## src/dpfw_pkg.sv

```systemverilog
`timescale 1ns / 1ps
`default_nettype none
package dpfw_pkg;

    // register indexes
    localparam logic [2:0] REG_ROW_X  = 3'd0;
    localparam logic [2:0] REG_ROW_Y  = 3'd1;
    localparam logic [2:0] REG_ROW_W  = 3'd2;
    localparam logic [2:0] REG_WIDTH  = 3'd3;
    localparam logic [2:0] REG_HEIGHT = 3'd4;

    localparam int CFG_W    = 64;
    localparam int CFG_IDX_W = 3;
    localparam int DIM_W    = 11;
    localparam int COORD_W  = 10;
    localparam int DEPTH_W  = 16;
    localparam int PIX_W    = 8;
    localparam int LANE_W   = 16;
    localparam int PT_W     = 19;   // row<<8 as signed
    localparam int PROD_W   = LANE_W + PT_W;
    localparam int SUM_W    = 38;   // |sum| < 2^37
    localparam int QMAX     = 13;   // quotient bits for bounds up to 8192

    localparam logic [CFG_W-1:0] ROW_X_RST = 64'd256;
    localparam logic [CFG_W-1:0] ROW_Y_RST = 64'd1 << 24;
    localparam logic [CFG_W-1:0] ROW_W_RST = 64'd1 << 40;
    localparam logic [DIM_W-1:0] WIDTH_RST  = 11'd640;
    localparam logic [DIM_W-1:0] HEIGHT_RST = 11'd480;

    localparam int DEF_MAX_WIDTH  = 1024;
    localparam int DEF_MAX_HEIGHT = 1024;
    localparam int DEF_COEF_BITS  = 16;

    // divider pipeline payload
    typedef struct packed {
        logic             vld;
        logic             drop;
        logic             negx;
        logic             negy;
        logic [SUM_W-1:0] remx;
        logic [SUM_W-1:0] remy;
        logic [SUM_W-1:0] dvs;
        logic [QMAX-1:0]  qx;
        logic [QMAX-1:0]  qy;
        logic [PIX_W-1:0] pix;
    } div_t;

endpackage
`default_nettype wire

```

## src/dpfw_div_step.sv

```systemverilog
`timescale 1ns / 1ps
`default_nettype none
// One restoring-division stage: resolves quotient bit K for both ratios.
module dpfw_div_step #(
    parameter int K = 0
) (
    input  wire logic           aclk,
    input  wire logic           aresetn,
    input  wire logic           en,
    input  wire dpfw_pkg::div_t din,
    output dpfw_pkg::div_t      dout
);
    localparam int CW = dpfw_pkg::SUM_W + dpfw_pkg::QMAX;

    dpfw_pkg::div_t   st_reg;
    dpfw_pkg::div_t   st_next;
    logic [CW-1:0]    dsh;
    logic             gex;
    logic             gey;

    always_comb begin
        dsh = CW'(din.dvs) << K;
        gex = CW'(din.remx) >= dsh;
        gey = CW'(din.remy) >= dsh;
        st_next = din;
        // remainder stays below dvs<<(K+1), so the subtraction fits SUM_W
        if (gex) begin
            st_next.remx = din.remx - dsh[dpfw_pkg::SUM_W-1:0];
        end
        if (gey) begin
            st_next.remy = din.remy - dsh[dpfw_pkg::SUM_W-1:0];
        end
        st_next.qx[K] = gex;
        st_next.qy[K] = gey;
    end

    always_ff @(posedge aclk) begin
        if (!aresetn) begin
            st_reg.vld <= 1'b0;
        end else if (en) begin
            st_reg.vld <= st_next.vld;
        end
        if (en) begin
            st_reg.drop <= st_next.drop;
            st_reg.negx <= st_next.negx;
            st_reg.negy <= st_next.negy;
            st_reg.remx <= st_next.remx;
            st_reg.remy <= st_next.remy;
            st_reg.dvs  <= st_next.dvs;
            st_reg.qx   <= st_next.qx;
            st_reg.qy   <= st_next.qy;
            st_reg.pix  <= st_next.pix;
        end
    end

    assign dout = st_reg;

endmodule
`default_nettype wire

```

## config.mk

```make
export PLATFORM = sky130hd
export DESIGN_NAME = dpfw_div_step
export DESIGN_NICKNAME = d
export VERILOG_FILES = /design/src/dpfw_pkg.sv /design/src/dpfw_div_step.sv
export SDC_FILE = /design/constraint.sdc
export NUM_CORES = 1
export LEC_CHECK = 0
export BUFFER_PORTS_ARGS = -buffer_cell sky130_fd_sc_hd__buf_2
export CORE_ASPECT_RATIO = 0.9
export CORE_MARGIN = 5
export CORE_UTILIZATION = 52
export CTS_BUF_LIST = sky130_fd_sc_hd__clkbuf_2
export DETAILED_ROUTE_END_ITERATION = 12
export GPL_TIMING_DRIVEN = 0
export PLACE_DENSITY = 0.81
export RECOVER_POWER = 50
export SYNTH_ARGS = -nofsm -noshare
export SYNTH_HDL_FRONTEND = slang
export SYNTH_SLANG_ARGS = --single-unit
export TNS_END_PERCENT = 100
```

## constraint.sdc

```tcl
create_clock -name aclk -period 3.85 [get_ports aclk]
set_input_delay 0.77 -clock aclk [delete_from_list [all_inputs] [get_ports aclk]]
set_output_delay 0.77 -clock aclk [all_outputs]
set_load 0.01 [all_outputs]
```

==> impl_metrics.tcl <==
set metrics [dict create \
    io_buffer_count 304 \
    worst_slew_pin_slew_ns 2.817 \
    synth_edf_count 151 \
    vias 8583 \
    internal_power_mw 3.070 \
    ant_nets 0 \
    synth.distinct_cells 67 \
    syn_to_final_growth_pct 21.56 \
    grt_antenna_before_repair 6 \
    synth.top_cell.area_share_pct 45.75 \
    p_leak_nw 5.392 \
    worst_setup_path_end_kind "flip-flop" \
    fin_worst_skew_ns 0 \
    start_kind "input port" \
    die-area_sq_um 21920 \
    violations "max-capacitance violations, max-slew violations" \
    combPwrFrac_pct 31.3 \
    path_max_fanout 10 \
    synth_warnings 0 \
    outcome "finished with violations" \
    cts_resized 0 \
    place.gp.congestion 0.9013 \
    core-area_sq_um 18580 \
    syn_avg_cell_area_sq_um 10.69 \
    ys_seq_area_share_pct 45.95 \
    drive_gt1_share_pct 29.67 \
    die_y_microns 141.0 \
    vdd_drop_max_uv 303.8 \
    grt_max_degree 105 \
    routed_wl_microns 29610 \
    start_util_pct 53.33 \
    grt-ovfl-total 0 \
    dieWidth_microns 155.5 \
    avgRoutedWirePerCell_microns 19.59 \
    ys_ff_latch 152 \
    hold_class "input port to flip-flop" \
    period_share_pct 92.83 \
    cap_violations 1 \
    drc 0 \
    place_hpwl_microns 23570 \
    num-nets-final 1484 \
    viasPerCell 5.680 \
    p_clk_share_pct 23.8 \
    largest_register_ffs 152 \
    htreeDepth 4 \
    cts_tree "yes" \
    numCtsBuffers 17 \
    drt_iter0_drc 641 \
    grt_usage_pct 26.17 \
    grt_pass1_vias 8479 \
    ys.flop_type "edfxtp_1" \
    clockBufferDepth 2 \
    postCtsHoldBufs 0 \
    cts.sinks 152 \
    path_clk_slew_ns 0.27 \
    relSlewSlack_pct -87.82 \
    crit_type "input port to flip-flop" \
    synth_nets 1160 \
    p_sw_mw 1.594 \
    fmax_ghz 0.2798 \
    yosys.area.top_type "edfxtp_1" \
    arrival_ns 4.14 \
    clk_latency_ns 0.73 \
    synthArstFlopShare_pct 0 \
    power_mw 4.664 \
    grt_pass1_wl_microns 45060 \
    hold_ws_ns 0.1707 \
    io_pins 307 \
    hold_viol_final 0 \
    switching_share_pct 34.17 \
    cts-root-buf "clkbuf_2" \
    postSynthCellCount 927 \
    fin_crit_ns 3.574 \
    power_density_nw_per_um2 387.1 \
    synth.area.top_cells "edfxtp_1 46%, ha_1 9.6%, a21oi_1 4.9%" \
    std_cell_rows 47 \
    postCtsSetupRepairBufs 0 \
    required_ns 4.41 \
    syn_area_sq_um 9911 \
    rsz0062_at_grt "false" \
    dr.pass1.iters 5 \
    drv_slew 49 \
    finalSetupViolations 0 \
    seqPwrFrac_pct 44.8 \
]
layout by cell type (no fill, tap or decap), drive strengths merged, types with 9 or more instances in the layout:
master / count
a21o: 49
a21oi: 98
and2: 9
buf: 290
clkbuf: 60
edfxtp: 151
ha: 76
inv: 73
mux2: 46
nand2: 39
nand2b: 10
nand3: 27
nand4: 10
nor2: 66
nor3: 10
o211ai: 9
o21a: 14
o21ai: 45
o21bai: 14
xnor2: 42
xor2: 24
layout make-up:
type	instances	area [sq um]
fillers	1572	6535
multi-input cells	683	4977
flip-flops and latches	152	4554
repair buffers	305	1515
well taps	245	306.5
inverters	64	240.2
clock inverters	15	225.2
plain buffers	28	138.9
clock buffers	17	85.08
diodes	2	5.005
layer usage:
metal  global-route usage (%)  up-vias  share of wire [%]
li1                         -     4139                  -
met5                        0        -               0.11
met2                    42.98      415                 47
met1                    34.79     3972                 41
met4                    6.955        8                2.1
met3                    6.558       49                9.9
power groups by stage:
stage / Clock, mW / Combinational [mW] / Sequential, mW
floorplan: 0 / 0.809 / 2.24
global placement: 0 / 1.42 / 2.13
detailed placement: 0 / 1.45 / 2.13
CTS: 1.14 / 1.46 / 2.09
global route: 1.22 / 1.59 / 2.11
finish: 1.11 / 1.46 / 2.09
cells by family after synthesis:
kind of cell / synth area share, %
and+or+nand+nor: 9.873
adders and majority gates: 9.999
DFF: 45.95
AOI/OAI and AO/OA: 18.95
buffers and inverters: 3.825
muxes: 5.567
xor gates and xnor gates: 5.833
synthesized netlist by cell type (all sizes together) (4+ instances only):
cell	instances
a211oi	8
a21o	49
a21oi	98
a31oi	8
and2	9
and3	8
buf	12
clkbuf	16
edfxtp	151
ha	76
inv	64
mux2	46
nand2	39
nand2b	10
nand3	27
nand4	10
nor2	66
nor2b	7
nor3	10
nor4	6
o211ai	9
o21a	14
o21ai	45
o21bai	14
o22ai	6
o31ai	6
or3	4
xnor2	42
xor2	24
final timing paths:
path | cells after the start | startpoint | slack (ns) | endpoint
setup / recovery | 14 | din[57] | 0.28 | dout[130]
hold / removal | 1 | din[16] | 0.17 | dout[16]
setup reg to reg | 2 | dout[151] | 3.17 | dout[151]
hold reg to reg | 2 | dout[151] | 0.60 | dout[151]
per-stage QoR:
step	setup WS [ns]	instances	TNS (ns)	utilization, %	area [sq um]
after global placement	-0.4077	1476	-15.31	63.17	11740
after global routing	0.2128	1511	0	64.83	12050
final	0.2762	1511	0	64.83	12050
after CTS	0.4040	1509	0	65.02	12080
after detailed placement	-0.4520	1477	-19.00	63.35	11770
after floorplan	0.2703	927	0	-	9911
critical path, cell delays in order:
cell and delay [ns]:
buf_2 0.09, inv_1 0.07, ha_1 0.40, nand3_1 0.20, nor4_1 0.50, nand3_1 0.14, o41ai_1 0.29, a21oi_1 0.10
nor3_1 0.46, or2_1 0.18, buf_2 0.33, buf_2 0.32, nor2_1 0.06, a21oi_1 0.21
(Power assumes the default switching activity.)
