$ cat config.mk
export PLATFORM = sky130hd
export DESIGN_NAME = dpfw_dot
export DESIGN_NICKNAME = d
export VERILOG_FILES = /design/src/dpfw_pkg.sv /design/src/dpfw_dot.sv
export SDC_FILE = /design/constraint.sdc
export NUM_CORES = 2
export LEC_CHECK = 0
export BUFFER_PORTS_ARGS = -buffer_cell sky130_fd_sc_hd__buf_4
export CAP_MARGIN = 10
export CORE_MARGIN = 5
export CORE_UTILIZATION = 40
export CTS_CLUSTER_SIZE = 20
export DETAILED_ROUTE_END_ITERATION = 12
export GPL_TIMING_DRIVEN = 1
export PLACE_DENSITY = 0.65
export SYNTH_ARGS = -nofsm -noshare
export SYNTH_HDL_FRONTEND = slang
export SYNTH_SLANG_ARGS = --single-unit
$ cat constraint.sdc
create_clock -name aclk -period 16.4 [get_ports aclk]
set_input_delay 1.64 -clock aclk [delete_from_list [all_inputs] [get_ports aclk]]
set_output_delay 1.64 -clock aclk [all_outputs]
set_load 0.02 [all_outputs]
$ cat src/dpfw_pkg.sv
`timescale 1ns / 1ps
`default_nettype none
package dpfw_pkg;

    // register indexes
    localparam logic [2:0] REG_ROW_X  = 3'd0;
    localparam logic [2:0] REG_ROW_Y  = 3'd1;
    localparam logic [2:0] REG_ROW_W  = 3'd2;
    localparam logic [2:0] REG_WIDTH  = 3'd3;
    localparam logic [2:0] REG_HEIGHT = 3'd4;

    localparam int CFG_W    = 64;
    localparam int CFG_IDX_W = 3;
    localparam int DIM_W    = 11;
    localparam int COORD_W  = 10;
    localparam int DEPTH_W  = 16;
    localparam int PIX_W    = 8;
    localparam int LANE_W   = 16;
    localparam int PT_W     = 19;   // row<<8 as signed
    localparam int PROD_W   = LANE_W + PT_W;
    localparam int SUM_W    = 38;   // |sum| < 2^37
    localparam int QMAX     = 13;   // quotient bits for bounds up to 8192

    localparam logic [CFG_W-1:0] ROW_X_RST = 64'd256;
    localparam logic [CFG_W-1:0] ROW_Y_RST = 64'd1 << 24;
    localparam logic [CFG_W-1:0] ROW_W_RST = 64'd1 << 40;
    localparam logic [DIM_W-1:0] WIDTH_RST  = 11'd640;
    localparam logic [DIM_W-1:0] HEIGHT_RST = 11'd480;

    localparam int DEF_MAX_WIDTH  = 1024;
    localparam int DEF_MAX_HEIGHT = 1024;
    localparam int DEF_COEF_BITS  = 16;

    // divider pipeline payload
    typedef struct packed {
        logic             vld;
        logic             drop;
        logic             negx;
        logic             negy;
        logic [SUM_W-1:0] remx;
        logic [SUM_W-1:0] remy;
        logic [SUM_W-1:0] dvs;
        logic [QMAX-1:0]  qx;
        logic [QMAX-1:0]  qy;
        logic [PIX_W-1:0] pix;
    } div_t;

endpackage
`default_nettype wire

$ cat src/dpfw_dot.sv
`timescale 1ns / 1ps
`default_nettype none
// Two-stage dot product of one transform row with the point:
// products registered, then the four-term sum registered.
module dpfw_dot #(
    parameter int COEF_BITS = dpfw_pkg::DEF_COEF_BITS
) (
    input  wire logic                               aclk,
    input  wire logic                               en,
    input  wire logic [dpfw_pkg::CFG_W-1:0]         coefs,
    input  wire logic signed [dpfw_pkg::PT_W-1:0]   pt0,
    input  wire logic signed [dpfw_pkg::PT_W-1:0]   pt1,
    input  wire logic signed [dpfw_pkg::PT_W-1:0]   pt2,
    input  wire logic signed [dpfw_pkg::PT_W-1:0]   pt3,
    output logic signed [dpfw_pkg::SUM_W-1:0]       sum
);
    localparam int SH = dpfw_pkg::LANE_W - COEF_BITS;

    logic signed [dpfw_pkg::PROD_W-1:0] prod_reg [4];
    logic signed [dpfw_pkg::PROD_W-1:0] prod_next [4];
    logic signed [dpfw_pkg::SUM_W-1:0]  sum_reg;
    logic signed [dpfw_pkg::SUM_W-1:0]  sum_next;
    logic signed [dpfw_pkg::LANE_W-1:0] coef [4];
    logic signed [dpfw_pkg::PT_W-1:0]   pt [4];

    always_comb begin
        pt[0] = pt0;
        pt[1] = pt1;
        pt[2] = pt2;
        pt[3] = pt3;
        for (int i = 0; i < 4; i++) begin
            // keep low COEF_BITS of the lane, sign extended
            coef[i] = signed'(coefs[dpfw_pkg::LANE_W*i +: dpfw_pkg::LANE_W] << SH) >>> SH;
            prod_next[i] = dpfw_pkg::PROD_W'(coef[i]) * dpfw_pkg::PROD_W'(pt[i]);
        end
        sum_next = dpfw_pkg::SUM_W'(prod_reg[0]) + dpfw_pkg::SUM_W'(prod_reg[1])
                 + dpfw_pkg::SUM_W'(prod_reg[2]) + dpfw_pkg::SUM_W'(prod_reg[3]);
    end

    always_ff @(posedge aclk) begin
        if (en) begin
            prod_reg <= prod_next;
            sum_reg  <= sum_next;
        end
    end

    assign sum = sum_reg;

endmodule
`default_nettype wire

==> impl_metrics.csv <==
group,metric,value,unit
status,outcome,"complete, no violations",
floorplanning,rows,134,
yosys,synth_compound_area_share,5.267,%
grt,grt_antenna_before_repair,6,
yosys,synthArstFlopShare,0,%
placed_design,io_buffers,179,
timing,tightest_slew,0.9520,ns
cts,cts_tree,"built",
yosys,synth_warnings,0,
grt,busiest_layer,"met2",
final_layout,fin_cells,7261,
final_layout,finalNetCount,7304,
floorplanning,pin_count,180,
placed_design,hpwl,110300,um
route,avgViaCountPerCell,5.008,
timing,min_period,7.733,ns
yosys,synthesis.area,53420,um^2
route,wirelength,129800,um
cts,cts_hold_buffers,0,
critical_path,cp_slowest_stage_delay,0.57,ns
worst_hold_path,hp-class,"register to register",
final_layout,largest_reg_flops,140,
cts,cts_buffers,25,
critical_path,cp-start-kind,"input pin",
route,dr_total_vias,36360,
timing,max_slew_margin,36.54,%
floorplanning,die_y,375.5,um
floorplanning,die_area,141000,um^2
route,drt-initial-drc-count,1686,
run,drv_cap,0,
timing,fmax,129.3,MHz
grt,globalRoute.totalOverflow,0,
placed_design,place_ws,8.138,ns
cts,cts_max_level,4,
floorplanning,start_util,40.13,%
yosys,synth_cells,5457,
critical_path,cpMostUsedCell,"fa_1",
grt,use_met1,24.68,%
yosys,synthXorXnorAreaFrac,2.935,%
timing,rsz0062_at_grt,"no",
yosys,seq_area_frac_synth,10.01,%
route,firstDrtPassIters,5,
grt,grt_max_degree,77,
floorplanning,core-area,133100,um^2
yosys,synth_edf_count,178,
timing,hold_viol,0,
final_layout,final_cell_area,57050,um^2
yosys,ys_ff_latch,178,
critical_path,required,16.60,ns
grt,gr-usage-all-layers,19.16,%
critical_path,cp_cell_sequence,"buf_4 -> inv_1 -> nor2_1 -> fa_1 -> fa_1 -> fa_1 -> fa_1 -> fa_1 -> inv_1 -> fa_1 -> inv_1 -> ha_1 -> nand2_1 -> o31ai_1 -> and3_1 -> a221o_1 -> o221ai_1 -> a21oi_1 -> xor2_1",
route,ant_nets,0,
critical_path,cp_slowest_cell,"xor2_1",
timing,finalCritPeriodShare,47.15,%
grt,grt_first_pass_wirelength,215700,um
timing,layout_setup_ws,8.667,ns
route,wire_per_inst,17.88,um
critical_path,crit_fanout,16,
final_layout,fill_cells,12840,
grt,grt_use_met3,2.277,%
timing,drv_slew,0,
placed_design,dp_cells,7227,
yosys,ys.flop_type,"edfxtp_1",
yosys,ys_types,67,
cts,cts_resized,0,
yosys,synth_simple_gate_area_share,13.73,%
cts,postCtsSetupBuffers,0,
yosys,synth_mux_area_share,0.03747,%
critical_path,criticalPathCategory,"input pin to register",
cts,clkTransAtPathRegs,0.06,ns
final_layout,layout-area-overhead-vs-synth,6.783,%
yosys,syn_nets,7275,
floorplanning,die_w,375.5,um
placed_design,gp_routability_congestion,0.8506,
timing,finalSetupViolCount,0,
critical_path,end_kind,"register",
cts,cts.path.max_buffers,3,
final_layout,drive_gt1_share,4.352,%
critical_path,path_buf_inv,4,
placed_design,place_area,56330,um^2
timing,finalSetupTns,0,ns
cts,worst_skew_pair.late_latency,0.51,ns
timing,skew,0.02642,ns
yosys,synth_fa_ha_area_share,57.34,%
yosys,synth_top_family_by_area,"adder cells",
critical_path,arrival,7.93,ns
grt,met2_usage,34.73,%
critical_path,critical-path-top-delay-family,"adder cells",
cts,clock-root-buffer,"clkbuf_16",
route,drc,0,
yosys,syn_area_per_cell,9.790,um^2
grt,grt_pass1_vias,40450,
cts,cts.sinks,178,
==> path summary, 6_finish.rpt <==
kind | start | depth (start not counted) | to | slack [ns]
min | prod_reg[105] | 1 | sum[0] | 0.56
max | coefs[47] | 19 | prod_reg[65] | 8.67
min reg2reg | prod_reg[105] | 1 | sum[0] | 0.56
max reg2reg | prod_reg[1] | 14 | sum[37] | 11.70
==> cell type report <==
| type | instances | area [um^2] | area share [%] |
|---|---|---|---|
| clock buffers | 27 | 633.1 | 1.110 |
| repair buffers | 181 | 1363 | 2.389 |
| flip-flops and latches | 178 | 5345 | 9.370 |
| diodes | 1 | 2.502 | 0.004387 |
| inverters | 1342 | 5037 | 8.830 |
| well taps | 1768 | 2212 | 3.878 |
| clock inverters | 6 | 85.08 | 0.1491 |
| multi-input cells | 3758 | 42370 | 74.27 |
==> synthesized netlist by cell type, types with 6 or more instances <==
master,n,share of area [%]
inv_1,1342,9.4
fa_1,1287,48
nand2_1,629,4.4
and2_1,576,6.7
ha_1,389,9.1
edfxtp_1,178,10
clkbuf_1,171,1.2
xnor2_1,145,2.4
nor2_1,138,0.97
a21oi_1,121,1.1
a21o_1,66,0.93
o21ai_0,61,0.57
xor2_1,34,0.56
nand3_1,33,0.31
nand2b_1,29,0.34
nor3_1,27,0.25
o21a_1,24,0.34
a211oi_1,22,0.31
o21bai_1,15,0.21
and3_1,14,0.16
o21ai_1,14,0.13
a31oi_1,13,0.15
o211ai_1,11,0.15
a211o_1,9,0.15
buf_1,8,0.056
nand4_1,8,0.094
nor2b_1,8,0.094
or2_2,6,0.070
==> worst reg2reg max path: stages (launching register included) <==
cell and delay (ns):
edfxtp_1 0.50, fa_1 0.61, fa_1 0.43, ha_1 0.23, inv_1 0.09, fa_1 0.26, nor2b_4 0.06, o31a_4 0.31
o41ai_4 0.34, a21oi_2 0.18, o41ai_2 0.59, o211a_1 0.26, o21bai_1 0.08, a21o_1 0.22, a31oi_1 0.33
==> per-layer routing <==
layer / vias to the layer above / share of wire (%)
met1: 19230 / 41
met5: - / 0.018
met4: 6 / 2.3
met2: 732 / 52
li1: 16220 / -
met3: 173 / 4.2
==> cells by family after synthesis <==
family	after synthesis
AOI/OAI and AO/OA	414
xor gates and xnor gates	179
adders and majority gates	1676
buffers and inverters	1521
DFF	178
muxes	2
and+or+nand+nor	1487
==> through the flow <==
step / hold WS, ns / util [%]
after floorplan: 0.5256 / -
after global placement: 0.5624 / 42.31
after detailed placement: 0.5511 / 42.31
after CTS: 0.5663 / 42.85
after global routing: 0.5848 / 42.85
final: 0.5604 / 42.85
==> layout by cell type, fill, tap and decap left out, types with 24 or more instances in the layout <==
master,Yosys,final
edfxtp_1,178,178
a21o_1,66,66
nand2b_1,29,29
xor2_1,34,34
clkbuf_16,0,25
inv_1,1342,1342
o21ai_0,61,61
nand2_1,629,629
ha_1,389,389
fa_1,1287,1287
and2_1,576,576
nor3_1,27,27
nand3_1,33,33
xnor2_1,145,145
o21a_1,24,24
a21oi_1,121,121
nor2_1,138,138
buf_4,0,180
Power is not shown: default switching activity piles up to over one toggle a cycle in this logic, so the estimate is an artifact.
